<file path="config.mk">
export PLATFORM = sky130hd
export DESIGN_NAME = one_wire_led_pixel_encoder
export DESIGN_NICKNAME = d
export VERILOG_FILES = /design/src/rtl/core/owlpe_pkg.sv /design/src/rtl/core/owlpe_cfg.sv /design/src/rtl/core/owlpe_front.sv /design/src/rtl/core/owlpe_back.sv /design/src/rtl/core/one_wire_led_pixel_encoder.sv
export SDC_FILE = /design/constraint.sdc
export NUM_CORES = 1
export LEC_CHECK = 0
export BUFFER_PORTS_ARGS = -buffer_cell sky130_fd_sc_hd__buf_2
export CAP_MARGIN = 25
export CELL_PAD_IN_SITES_DETAIL_PLACEMENT = 1
export CELL_PAD_IN_SITES_GLOBAL_PLACEMENT = 2
export CORE_ASPECT_RATIO = 0.75
export CORE_MARGIN = 5
export CORE_UTILIZATION = 42
export CTS_CLUSTER_DIAMETER = 40
export DETAILED_ROUTE_END_ITERATION = 10
export HOLD_SLACK_MARGIN = 0.08
export PLACE_DENSITY = 0.78
export SETUP_SLACK_MARGIN = 0.3
export SLEW_MARGIN = 15
export SYNTH_ARGS = -nofsm -noshare
export SYNTH_HDL_FRONTEND = slang
export SYNTH_HIERARCHICAL = 1
export SYNTH_SLANG_ARGS = --single-unit
</file>
<file path="constraint.sdc">
create_clock -name clk_i -period 5.1 [get_ports clk_i]
set_clock_uncertainty 0.15 [all_clocks]
set_input_delay 1.275 -clock clk_i [delete_from_list [all_inputs] [get_ports clk_i]]
set_output_delay 1.275 -clock clk_i [all_outputs]
set_load 0.03 [all_outputs]
</file>
<file path="src/rtl/core/owlpe_pkg.sv">
// Package for the one-wire LED pixel encoder: item types, config register
// map, reset values and small helpers. No dependencies.

package owlpe_pkg;

  // Color word length shifted onto the line
  localparam int COLOR_BITS = 24;
  localparam int BITS_W     = $clog2(COLOR_BITS + 1);

  // Tick queue between front and back
  localparam int QUEUE_DEPTH = 2;
  localparam int QPTR_W      = $clog2(QUEUE_DEPTH);
  localparam int QCNT_W      = $clog2(QUEUE_DEPTH + 1);

  // Config port geometry
  localparam int CFG_IDX_W  = 3;
  localparam int CFG_DATA_W = 16;
  localparam int TICKS_W    = 16;

  // Config register indexes
  localparam logic [CFG_IDX_W-1:0] CFG_ZERO_HIGH = 3'd0;
  localparam logic [CFG_IDX_W-1:0] CFG_ONE_HIGH  = 3'd1;
  localparam logic [CFG_IDX_W-1:0] CFG_ZERO_LOW  = 3'd2;
  localparam logic [CFG_IDX_W-1:0] CFG_ONE_LOW   = 3'd3;
  localparam logic [CFG_IDX_W-1:0] CFG_LATCH     = 3'd4;

  // Reset values of the config registers
  localparam logic [7:0]         RST_ZERO_HIGH = 8'd6;
  localparam logic [7:0]         RST_ONE_HIGH  = 8'd12;
  localparam logic [7:0]         RST_ZERO_LOW  = 8'd12;
  localparam logic [7:0]         RST_ONE_LOW   = 8'd6;
  localparam logic [TICKS_W-1:0] RST_LATCH     = 16'd36000;

  // Input item: one tick, possibly offering a pixel
  typedef struct packed {
    logic        pixel_valid;
    logic [23:0] pixel_color;
    logic        pixel_last;
  } in_item_t;

  // Result item: line state for one tick
  typedef struct packed {
    logic line_level;
    logic pixel_taken;
    logic frame_done;
  } out_item_t;

  // Classified tick as held in the queue
  typedef struct packed {
    logic                  offer;
    logic                  last;
    logic [COLOR_BITS-1:0] color;
  } tick_t;

  // Config register file contents
  typedef struct packed {
    logic [7:0]         zero_high;
    logic [7:0]         one_high;
    logic [7:0]         zero_low;
    logic [7:0]         one_low;
    logic [TICKS_W-1:0] latch;
  } cfg_t;

  // Waveform phase
  typedef enum logic [1:0] {
    PH_IDLE  = 2'd0,
    PH_HIGH  = 2'd1,
    PH_LOW   = 2'd2,
    PH_LATCH = 2'd3
  } phase_e;

  // A duration of zero counts as one tick
  function automatic logic [TICKS_W-1:0] at_least_one(input logic [TICKS_W-1:0] v);
    at_least_one = (v == '0) ? TICKS_W'(1) : v;
  endfunction

endpackage

</file>
<file path="src/rtl/core/owlpe_cfg.sv">
// Config register file of the one-wire LED pixel encoder.
// Depends on owlpe_pkg.

module owlpe_cfg (
  input  logic                              clk_i,
  input  logic                              rst_ni,
  input  logic                              cfg_valid_i,
  output logic                              cfg_ready_o,
  input  logic [owlpe_pkg::CFG_IDX_W-1:0]   cfg_index_i,
  input  logic [owlpe_pkg::CFG_DATA_W-1:0]  cfg_data_i,
  output owlpe_pkg::cfg_t                   cfg_o
);
  import owlpe_pkg::*;

  cfg_t cfg_q, cfg_d;
  logic wr_en;

  // Writes are always taken
  assign cfg_ready_o = 1'b1;
  assign wr_en       = cfg_valid_i;

  // Register decode; unknown indexes are dropped
  always_comb begin
    cfg_d = cfg_q;
    if (wr_en) begin
      case (cfg_index_i)
        CFG_ZERO_HIGH: cfg_d.zero_high = cfg_data_i[7:0];
        CFG_ONE_HIGH:  cfg_d.one_high  = cfg_data_i[7:0];
        CFG_ZERO_LOW:  cfg_d.zero_low  = cfg_data_i[7:0];
        CFG_ONE_LOW:   cfg_d.one_low   = cfg_data_i[7:0];
        CFG_LATCH:     cfg_d.latch     = cfg_data_i[TICKS_W-1:0];
        default:       cfg_d = cfg_q;
      endcase
    end
  end

  always_ff @(posedge clk_i or negedge rst_ni) begin
    if (!rst_ni) begin
      cfg_q.zero_high <= RST_ZERO_HIGH;
      cfg_q.one_high  <= RST_ONE_HIGH;
      cfg_q.zero_low  <= RST_ZERO_LOW;
      cfg_q.one_low   <= RST_ONE_LOW;
      cfg_q.latch     <= RST_LATCH;
    end else begin
      cfg_q <= cfg_d;
    end
  end

  assign cfg_o = cfg_q;

endmodule

</file>
<file path="src/rtl/core/owlpe_front.sv">
// Front end of the one-wire LED pixel encoder: takes tick items, classifies
// them and holds them in a short queue for the back end. Depends on owlpe_pkg.

module owlpe_front (
  input  logic                  clk_i,
  input  logic                  rst_ni,
  input  logic                  in_valid_i,
  output logic                  in_ready_o,
  input  owlpe_pkg::in_item_t   in_data_i,
  output logic                  q_valid_o,
  output owlpe_pkg::tick_t      q_item_o,
  input  logic                  q_pop_i
);
  import owlpe_pkg::*;

  tick_t             entry_q [QUEUE_DEPTH];
  tick_t             cls;
  logic [QPTR_W-1:0] wr_ptr_q, wr_ptr_d, rd_ptr_q, rd_ptr_d;
  logic [QCNT_W-1:0] count_q, count_d;
  logic              push;

  // Classify: last only counts with an offer, color trimmed to COLOR_BITS
  always_comb begin
    cls.offer = in_data_i.pixel_valid;
    cls.last  = in_data_i.pixel_valid & in_data_i.pixel_last;
    cls.color = COLOR_BITS'(in_data_i.pixel_color);
  end

  assign in_ready_o = (count_q != QCNT_W'(QUEUE_DEPTH));
  assign push       = in_valid_i & in_ready_o;
  assign q_valid_o  = (count_q != '0);
  assign q_item_o   = entry_q[rd_ptr_q];

  // Pointer and fill count
  always_comb begin
    wr_ptr_d = wr_ptr_q;
    rd_ptr_d = rd_ptr_q;
    count_d  = count_q;
    if (push) begin
      wr_ptr_d = (wr_ptr_q == QPTR_W'(QUEUE_DEPTH - 1)) ? '0 : wr_ptr_q + 1'b1;
    end
    if (q_pop_i) begin
      rd_ptr_d = (rd_ptr_q == QPTR_W'(QUEUE_DEPTH - 1)) ? '0 : rd_ptr_q + 1'b1;
    end
    case ({push, q_pop_i})
      2'b10:   count_d = count_q + 1'b1;
      2'b01:   count_d = count_q - 1'b1;
      default: count_d = count_q;
    endcase
  end

  always_ff @(posedge clk_i or negedge rst_ni) begin
    if (!rst_ni) begin
      wr_ptr_q <= '0;
      rd_ptr_q <= '0;
      count_q  <= '0;
    end else begin
      wr_ptr_q <= wr_ptr_d;
      rd_ptr_q <= rd_ptr_d;
      count_q  <= count_d;
    end
  end

  // Queue storage, no reset
  always_ff @(posedge clk_i) begin
    if (push) begin
      entry_q[wr_ptr_q] <= cls;
    end
  end

endmodule

</file>
<file path="src/rtl/core/owlpe_back.sv">
// Back end of the one-wire LED pixel encoder: runs the bit waveform state
// machine one queued tick per cycle into an output register, as long as
// that register is free or draining. Depends on owlpe_pkg.

module owlpe_back (
  input  logic                 clk_i,
  input  logic                 rst_ni,
  input  logic                 q_valid_i,
  input  owlpe_pkg::tick_t     q_item_i,
  output logic                 q_pop_o,
  input  owlpe_pkg::cfg_t      cfg_i,
  output logic                 out_valid_o,
  input  logic                 out_ready_i,
  output owlpe_pkg::out_item_t out_data_o
);
  import owlpe_pkg::*;

  phase_e                phase_q, phase_d, cur_phase;
  logic [TICKS_W-1:0]    ticks_q, ticks_d, cur_ticks, dec_ticks, ld_ticks;
  logic [COLOR_BITS-1:0] shift_q, shift_d, cur_shift, shifted;
  logic [BITS_W-1:0]     bits_q, bits_d, cur_bits, bits_dec;
  logic                  ending_q, ending_d, cur_ending;
  logic                  idle_load, level, taken, done;
  logic                  out_valid_q;
  out_item_t             out_q, out_d;

  // Take a tick when the output register is free or draining
  assign q_pop_o = q_valid_i & (~out_valid_q | out_ready_i);

  // Duration of the first high phase of an offered pixel
  assign ld_ticks = at_least_one(TICKS_W'(q_item_i.color[COLOR_BITS-1] ?
                                          cfg_i.one_high : cfg_i.zero_high));

  // Pixel load from idle happens before the phase is processed
  assign idle_load = (phase_q == PH_IDLE) & q_item_i.offer;

  always_comb begin
    if (idle_load) begin
      cur_phase  = PH_HIGH;
      cur_ticks  = ld_ticks;
      cur_shift  = q_item_i.color;
      cur_bits   = BITS_W'(COLOR_BITS);
      cur_ending = q_item_i.last;
    end else begin
      cur_phase  = phase_q;
      cur_ticks  = ticks_q;
      cur_shift  = shift_q;
      cur_bits   = bits_q;
      cur_ending = ending_q;
    end
  end

  assign dec_ticks = cur_ticks - 1'b1;
  assign shifted   = cur_shift << 1;
  assign bits_dec  = (cur_bits != '0) ? cur_bits - 1'b1 : '0;

  // Next state
  always_comb begin
    phase_d  = cur_phase;
    ticks_d  = cur_ticks;
    shift_d  = cur_shift;
    bits_d   = cur_bits;
    ending_d = cur_ending;
    level    = 1'b0;
    taken    = idle_load;
    done     = 1'b0;
    case (cur_phase)
      PH_HIGH: begin
        level   = 1'b1;
        ticks_d = dec_ticks;
        if (dec_ticks == '0) begin
          phase_d = PH_LOW;
          ticks_d = at_least_one(TICKS_W'(cur_shift[COLOR_BITS-1] ?
                                          cfg_i.one_low : cfg_i.zero_low));
        end
      end
      PH_LOW: begin
        ticks_d = dec_ticks;
        if (dec_ticks == '0) begin
          shift_d = shifted;
          bits_d  = bits_dec;
          if (bits_dec != '0) begin
            phase_d = PH_HIGH;
            ticks_d = at_least_one(TICKS_W'(shifted[COLOR_BITS-1] ?
                                            cfg_i.one_high : cfg_i.zero_high));
          end else if (cur_ending) begin
            phase_d = PH_LATCH;
            ticks_d = at_least_one(cfg_i.latch);
          end else if (q_item_i.offer) begin
            // back to back pixel
            phase_d  = PH_HIGH;
            ticks_d  = ld_ticks;
            shift_d  = q_item_i.color;
            bits_d   = BITS_W'(COLOR_BITS);
            ending_d = q_item_i.last;
            taken    = 1'b1;
          end else begin
            phase_d = PH_IDLE;
            ticks_d = '0;
          end
        end
      end
      PH_LATCH: begin
        ticks_d = dec_ticks;
        if (dec_ticks == '0) begin
          done     = 1'b1;
          phase_d  = PH_IDLE;
          ending_d = 1'b0;
        end
      end
      default: begin
        level = 1'b0;
      end
    endcase
  end

  // Result item
  always_comb begin
    out_d.line_level  = level;
    out_d.pixel_taken = taken;
    out_d.frame_done  = done;
  end

  always_ff @(posedge clk_i or negedge rst_ni) begin
    if (!rst_ni) begin
      phase_q     <= PH_IDLE;
      ticks_q     <= '0;
      shift_q     <= '0;
      bits_q      <= '0;
      ending_q    <= 1'b0;
      out_valid_q <= 1'b0;
    end else begin
      if (q_pop_o) begin
        phase_q  <= phase_d;
        ticks_q  <= ticks_d;
        shift_q  <= shift_d;
        bits_q   <= bits_d;
        ending_q <= ending_d;
      end
      if (q_pop_o) begin
        out_valid_q <= 1'b1;
      end else if (out_ready_i) begin
        out_valid_q <= 1'b0;
      end
    end
  end

  // Output payload register
  always_ff @(posedge clk_i) begin
    if (q_pop_o) begin
      out_q <= out_d;
    end
  end

  assign out_valid_o = out_valid_q;
  assign out_data_o  = out_q;

endmodule

</file>
<file path="src/rtl/core/one_wire_led_pixel_encoder.sv">
// Channel  | Signals                               | Item
// ---------+---------------------------------------+---------------------------
// in       | in_valid_i, in_ready_o, in_data_i     | one tick, optional pixel
// out      | out_valid_o, out_ready_i, out_data_o  | line level, taken, done
// cfg      | cfg_valid_i, cfg_ready_o, cfg_index_i, cfg_data_i | reg write
//
// One tick item is taken per cycle when the output side keeps up; its result
// item passes through the tick queue, then the waveform step into the output
// register.
// The single waveform step per cycle in the back end sets the rate.
// Reset: timing registers take their defaults, phase idle, queue empty.
// Output stalls fill the two-entry tick queue before in_ready_o drops.
// Top level of the one-wire LED pixel encoder; uses owlpe_pkg, owlpe_cfg,
// owlpe_front and owlpe_back.

module one_wire_led_pixel_encoder (
  input  logic                              clk_i,
  input  logic                              rst_ni,
  input  logic                              in_valid_i,
  output logic                              in_ready_o,
  input  owlpe_pkg::in_item_t               in_data_i,
  output logic                              out_valid_o,
  input  logic                              out_ready_i,
  output owlpe_pkg::out_item_t              out_data_o,
  input  logic                              cfg_valid_i,
  output logic                              cfg_ready_o,
  input  logic [owlpe_pkg::CFG_IDX_W-1:0]   cfg_index_i,
  input  logic [owlpe_pkg::CFG_DATA_W-1:0]  cfg_data_i
);
  import owlpe_pkg::*;

  cfg_t  cfg;
  tick_t q_item;
  logic  q_valid, q_pop;

  owlpe_cfg u_cfg (
    .clk_i       (clk_i),
    .rst_ni      (rst_ni),
    .cfg_valid_i (cfg_valid_i),
    .cfg_ready_o (cfg_ready_o),
    .cfg_index_i (cfg_index_i),
    .cfg_data_i  (cfg_data_i),
    .cfg_o       (cfg)
  );

  owlpe_front u_front (
    .clk_i      (clk_i),
    .rst_ni     (rst_ni),
    .in_valid_i (in_valid_i),
    .in_ready_o (in_ready_o),
    .in_data_i  (in_data_i),
    .q_valid_o  (q_valid),
    .q_item_o   (q_item),
    .q_pop_i    (q_pop)
  );

  owlpe_back u_back (
    .clk_i       (clk_i),
    .rst_ni      (rst_ni),
    .q_valid_i   (q_valid),
    .q_item_i    (q_item),
    .q_pop_o     (q_pop),
    .cfg_i       (cfg),
    .out_valid_o (out_valid_o),
    .out_ready_i (out_ready_i),
    .out_data_o  (out_data_o)
  );

  // Back end never pops an empty queue
  a_pop_needs_item: assert property (@(posedge clk_i) disable iff (!rst_ni)
    q_pop |-> q_valid)
    else $error("tick popped from empty queue");

  // Input side only blocks when the queue holds items
  a_stall_only_full: assert property (@(posedge clk_i) disable iff (!rst_ni)
    !in_ready_o |-> q_valid)
    else $error("input stalled with empty queue");

  // A pixel is never taken on the tick that ends the latch period
  a_done_not_taken: assert property (@(posedge clk_i) disable iff (!rst_ni)
    out_valid_o |-> !(out_data_o.frame_done && out_data_o.pixel_taken))
    else $error("frame_done and pixel_taken on the same tick");

  // A free output register accepts a queued tick in the same cycle
  a_pop_when_free: assert property (@(posedge clk_i) disable iff (!rst_ni)
    (q_valid && !out_valid_o) |=> out_valid_o)
    else $error("queued tick not moved to free output register");

endmodule

</file>
==> run_results.csv <==
group,metric,value,unit
outcome,status,"finished, final reports clean",
routing,vias,6084,
routing,totalWireLength,24.18,mm
yosys,ys_warn_count,6,
global_routing,grt_pass1_wl,37.50,mm
job,maxCapViolCount,0,
worst_setup_path,cp_max_fo,22,
yosys,avgSynthCellArea,11.82,um2
timing,fin_crit,4.636,ns
clocking,cts.sinks,156,
worst_setup_path,rr_worst_depth,13,
power,pwr-share-seq,0.411,
power,pwr-share-comb,0.314,
worst_setup_path,crit_chain,"mux2_4 > mux2_2 > mux2_2 > a21oi_1 > ha_1 > o21ai_1 > a211oi_1 > buf_4 > mux2i_1 > o21ai_2 > or4b_4 > or3_1 > a2bb2oi_2",
yosys,syn_area,8167,um2
hold_path,hold_start,"u_front/count_q[1]$_DFFE_PN0P_",
routing,drt_iter0_drc,537,
hold_path,min_path_cells,1,
timing,tightest_slew,0.9767,ns
global_routing,gr-usage-met2,0.3157,
floorplan,rows,44,
worst_setup_path,path_class,"reg -> reg",
routing,ant_nets,0,
yosys,synth_seq_area_share,0.5137,
yosys,synth-edff-count,55,
worst_setup_path,arrival,4.84,ns
power,power.density,484.2,nW/um2
yosys,syn-num-nets,745,
worst_setup_path,r2r-end,"u_back/shift_q[9]$_DFFE_PN0P_",
place,dp_hpwl,17.02,mm
worst_setup_path,start_kind,"flop",
layout,nets,801,
global_routing,track_usage,0.2195,
timing,timing.fmax,215.7,MHz
global_routing,grt_pass1_vias,6310,
worst_setup_path,max_stage_delay,0.68,ns
hold_path,worstHoldPathType,"reg -> reg",
place,portBuffers,54,
timing,slew_violations,0,
power,vdd_drop_max,0.2807,mV
worst_setup_path,cp-end-kind,"flop",
yosys,netlist_instances,691,
global_routing,gr-total-overflow,0,
clocking,htree_levels,4,
clocking,cts_tree,"done",
global_routing,grt_max_degree,56,
timing,max_slew_margin,0.3360,
routing,viasPerCell,6.000,
power,p_leak,3.810,nW
timing,rsz0062_at_grt,"no",
yosys,synthTopCellsByArea,"dfrtp_1 (27%), edfxtp_1 (20%), mux2_2 (7.9%), dfstp_2 (4.2%), mux2_4 (3.5%)",
clocking,cts_root_buf,"clkbuf_16",
floorplan,core,19210,um2
yosys,ys_types,86,
yosys,synthArstFlopShare,0.6474,
worst_setup_path,crit_required,5.30,ns
layout,n_fill_cell,2044,
timing,hold_violations,0,
layout,utilization,0.4826,
yosys,ys_ff_latch,156,
clocking,cts_buffers,17,
clocking,clockBufferDepth,2,
floorplan,dieWidth,171.0,um
routing,detail_route.wl_per_cell,23.84,um
global_routing,antenna_found_initial,0,
floorplan,ios,56,
worst_setup_path,cp_common_cell,"mux2_2",
timing,finalSetupViolations,0,
yosys,yosysTopAreaCell,"dfrtp_1",
layout,drive_gt1_frac,0.2987,
global_routing,use_met3,0.04241,
worst_setup_path,regToRegSetupSlack,0.46,ns
global_routing,met1_usage,0.3422,
place,gp_congestion,0.9467,
timing,tns,0,ns
clocking,clkSlewWorstSetupHoldPaths,0.07,ns
power,p_sw,0.001636,W
power,clock_power_share,0.275,
floorplan,die-area,22360,um2
power,internal-power,0.002854,W
routing,drc,0,
routing,dr.pass1.iters,5,
timing,timing.final.crit_share,0.9090,
yosys,yosysTopAreaCellShare,0.2696,
yosys,yosys_most_used_dff,"dfrtp_1",
worst_setup_path,cpMaxStageDelayCell,"or4b_4",
power,swShare,0.3644,
floorplan,fp.dieH,130.8,um
layout,syn_to_final_growth,13.54,%
layout,layout.cells.non_filler,1014,
floorplan,start_util,0.4250,
global_routing,gr-max-usage-layer,"met1",
hold_path,hold_end,"u_front/count_q[1]$_DFFE_PN0P_",
clocking,clkLatencyLatePin,0.44,ns
worst_setup_path,rr_startpoint,"u_front/rd_ptr_q$_DFFE_PN0P_",
place,dp_cells,979,
==> synthesized netlist by cell type (all sizes together) (4+ instances only) <==
master   number
a211oi        5
clkbuf       15
nand2        52
a31oi        11
nand2b        5
o221ai        5
o22ai         7
dfrtp        88
and3          6
nor2         52
mux2         78
a211o         4
mux2i        26
dfstp        13
a21oi        21
or4           6
nor3b         6
ha            4
nor3         25
o211ai        8
a2bb2oi       4
nand3b        4
o21ai        29
or3           8
buf          28
xnor2         9
o221a        17
and2          5
edfxtp       55
nand3        11
a22oi         5
inv          11
nor4         12
==> layout by cell type (no fill, tap or decap), types with 8 or more instances in the layout <==
cell / instances
o221a_1: 17
dfrtp_1: 88
nor3_1: 24
nor4_1: 11
nand3_1: 10
dfstp_2: 13
mux2i_1: 25
inv_1: 10
a31oi_1: 9
mux2_2: 57
xnor2_1: 9
buf_4: 25
mux2_4: 19
o211ai_1: 8
nor2_1: 51
o21ai_1: 12
or3_1: 8
o21ai_0: 16
nand2_1: 52
buf_2: 53
edfxtp_1: 55
a21oi_1: 21
clkbuf_16: 17
==> layer usage <==
metal / vias to the layer above / part of all wire
met5: - / 0
met4: 0 / 0.0081
met3: 21 / 0.062
met2: 197 / 0.42
met1: 3119 / 0.51
li1: 2747 / -
==> area by class of cell <==
cell class                      count  area (um2)  area share
Inverter                           11       41.29    0.004453
Antenna cell                        1       2.502   0.0002699
Multi-Input combinational cell    482        3692      0.3982
Tap cell                          253       316.6     0.03414
Clock buffer                       18       429.2     0.04628
Timing Repair Buffer               79       464.2     0.05006
Sequential cell                   156        4195      0.4524
Clock inverter                     14       131.4     0.01417
==> power groups by stage <==
| stage | logic, W | clock network, W | registers, W |
|---|---|---|---|
| floorplan | 0.00104 | 0 | 0.00179 |
| global placement | 0.00135 | 0 | 0.00185 |
| detailed placement | 0.00138 | 0 | 0.00186 |
| CTS | 0.00140 | 0.00127 | 0.00184 |
| finish | 0.00141 | 0.00123 | 0.00184 |
| global route | 0.00152 | 0.00131 | 0.00188 |
==> sequential cells by signal, indices dropped and copies added, names as in the netlist <==
signal	flops
u_front/wr_ptr_q	1
u_front/count_q	2
u_cfg/cfg_o	48
u_front/entry_q	52
u_back/out_valid_o	1
u_back/ending_q	1
u_back/bits_q	5
u_back/ticks_q	16
u_back/shift_q	24
u_back/phase_q	2
u_back/out_data_o	3
u_front/rd_ptr_q	1
==> cells by family (layout without fill, tap and decap cells) <==
family,after synthesis,in the layout,synth area share
and+or+nand+nor,208,209,0.1351
DFF,156,156,0.5137
AOI/OAI and AO/OA,152,152,0.1442
muxes,104,104,0.1486
buffers and inverters,54,122,0.03891
xor gates and xnor gates,12,12,0.01287
adders and majority gates,4,4,0.006129
other,1,2,0.0004592
==> what timing repair did <==
action	4_1_cts	5_1_grt
setup endpoints to repair	0	20
hold buffers	0	0
resized for setup	0	1
setup buffers	0	0
==> through the flow <==
stage                     hold slack, ns  setup slack, ns  total power (W)  instance area [um2]
after floorplan                   0.3059           0.7768         0.002827                 8167
after global placement            0.3253           0.5602         0.003196                 8683
after detailed placement          0.3397           0.3748         0.003244                 8683
after CTS                         0.3529           0.3338         0.004501                 9244
after global routing              0.3806           0.3236         0.004712                 9270
final                             0.3418           0.4640         0.004490                 9273
==> worst max-delay path: cells and delay by family (launching register included) <==
kind	cells	cell delay [ns]
compound gates	5	1.02
fa+ha+maj	1	0.29
buf+inv	1	0.19
flops	1	0.41
mux	4	1.35
simple gates	2	1.12
==> worst max path at each step <==
stage / start / endpoint / cells after the start
after detailed placement: u_front/rd_ptr_q$_DFFE_PN0P_ / u_back/shift_q[9]$_DFFE_PN0P_ / 12
after CTS: u_front/rd_ptr_q$_DFFE_PN0P_ / u_back/shift_q[9]$_DFFE_PN0P_ / 12
after global placement: u_front/rd_ptr_q$_DFFE_PN0P_ / u_back/shift_q[9]$_DFFE_PN0P_ / 12
after floorplan: u_front/rd_ptr_q$_DFFE_PN0P_ / u_back/shift_q[12]$_DFFE_PN0P_ / 16
final: u_front/rd_ptr_q$_DFFE_PN0P_ / u_back/shift_q[9]$_DFFE_PN0P_ / 13
after global routing: u_front/rd_ptr_q$_DFFE_PN0P_ / u_back/shift_q[9]$_DFFE_PN0P_ / 13
No activity file was read; power rests on OpenSTA's default activity.
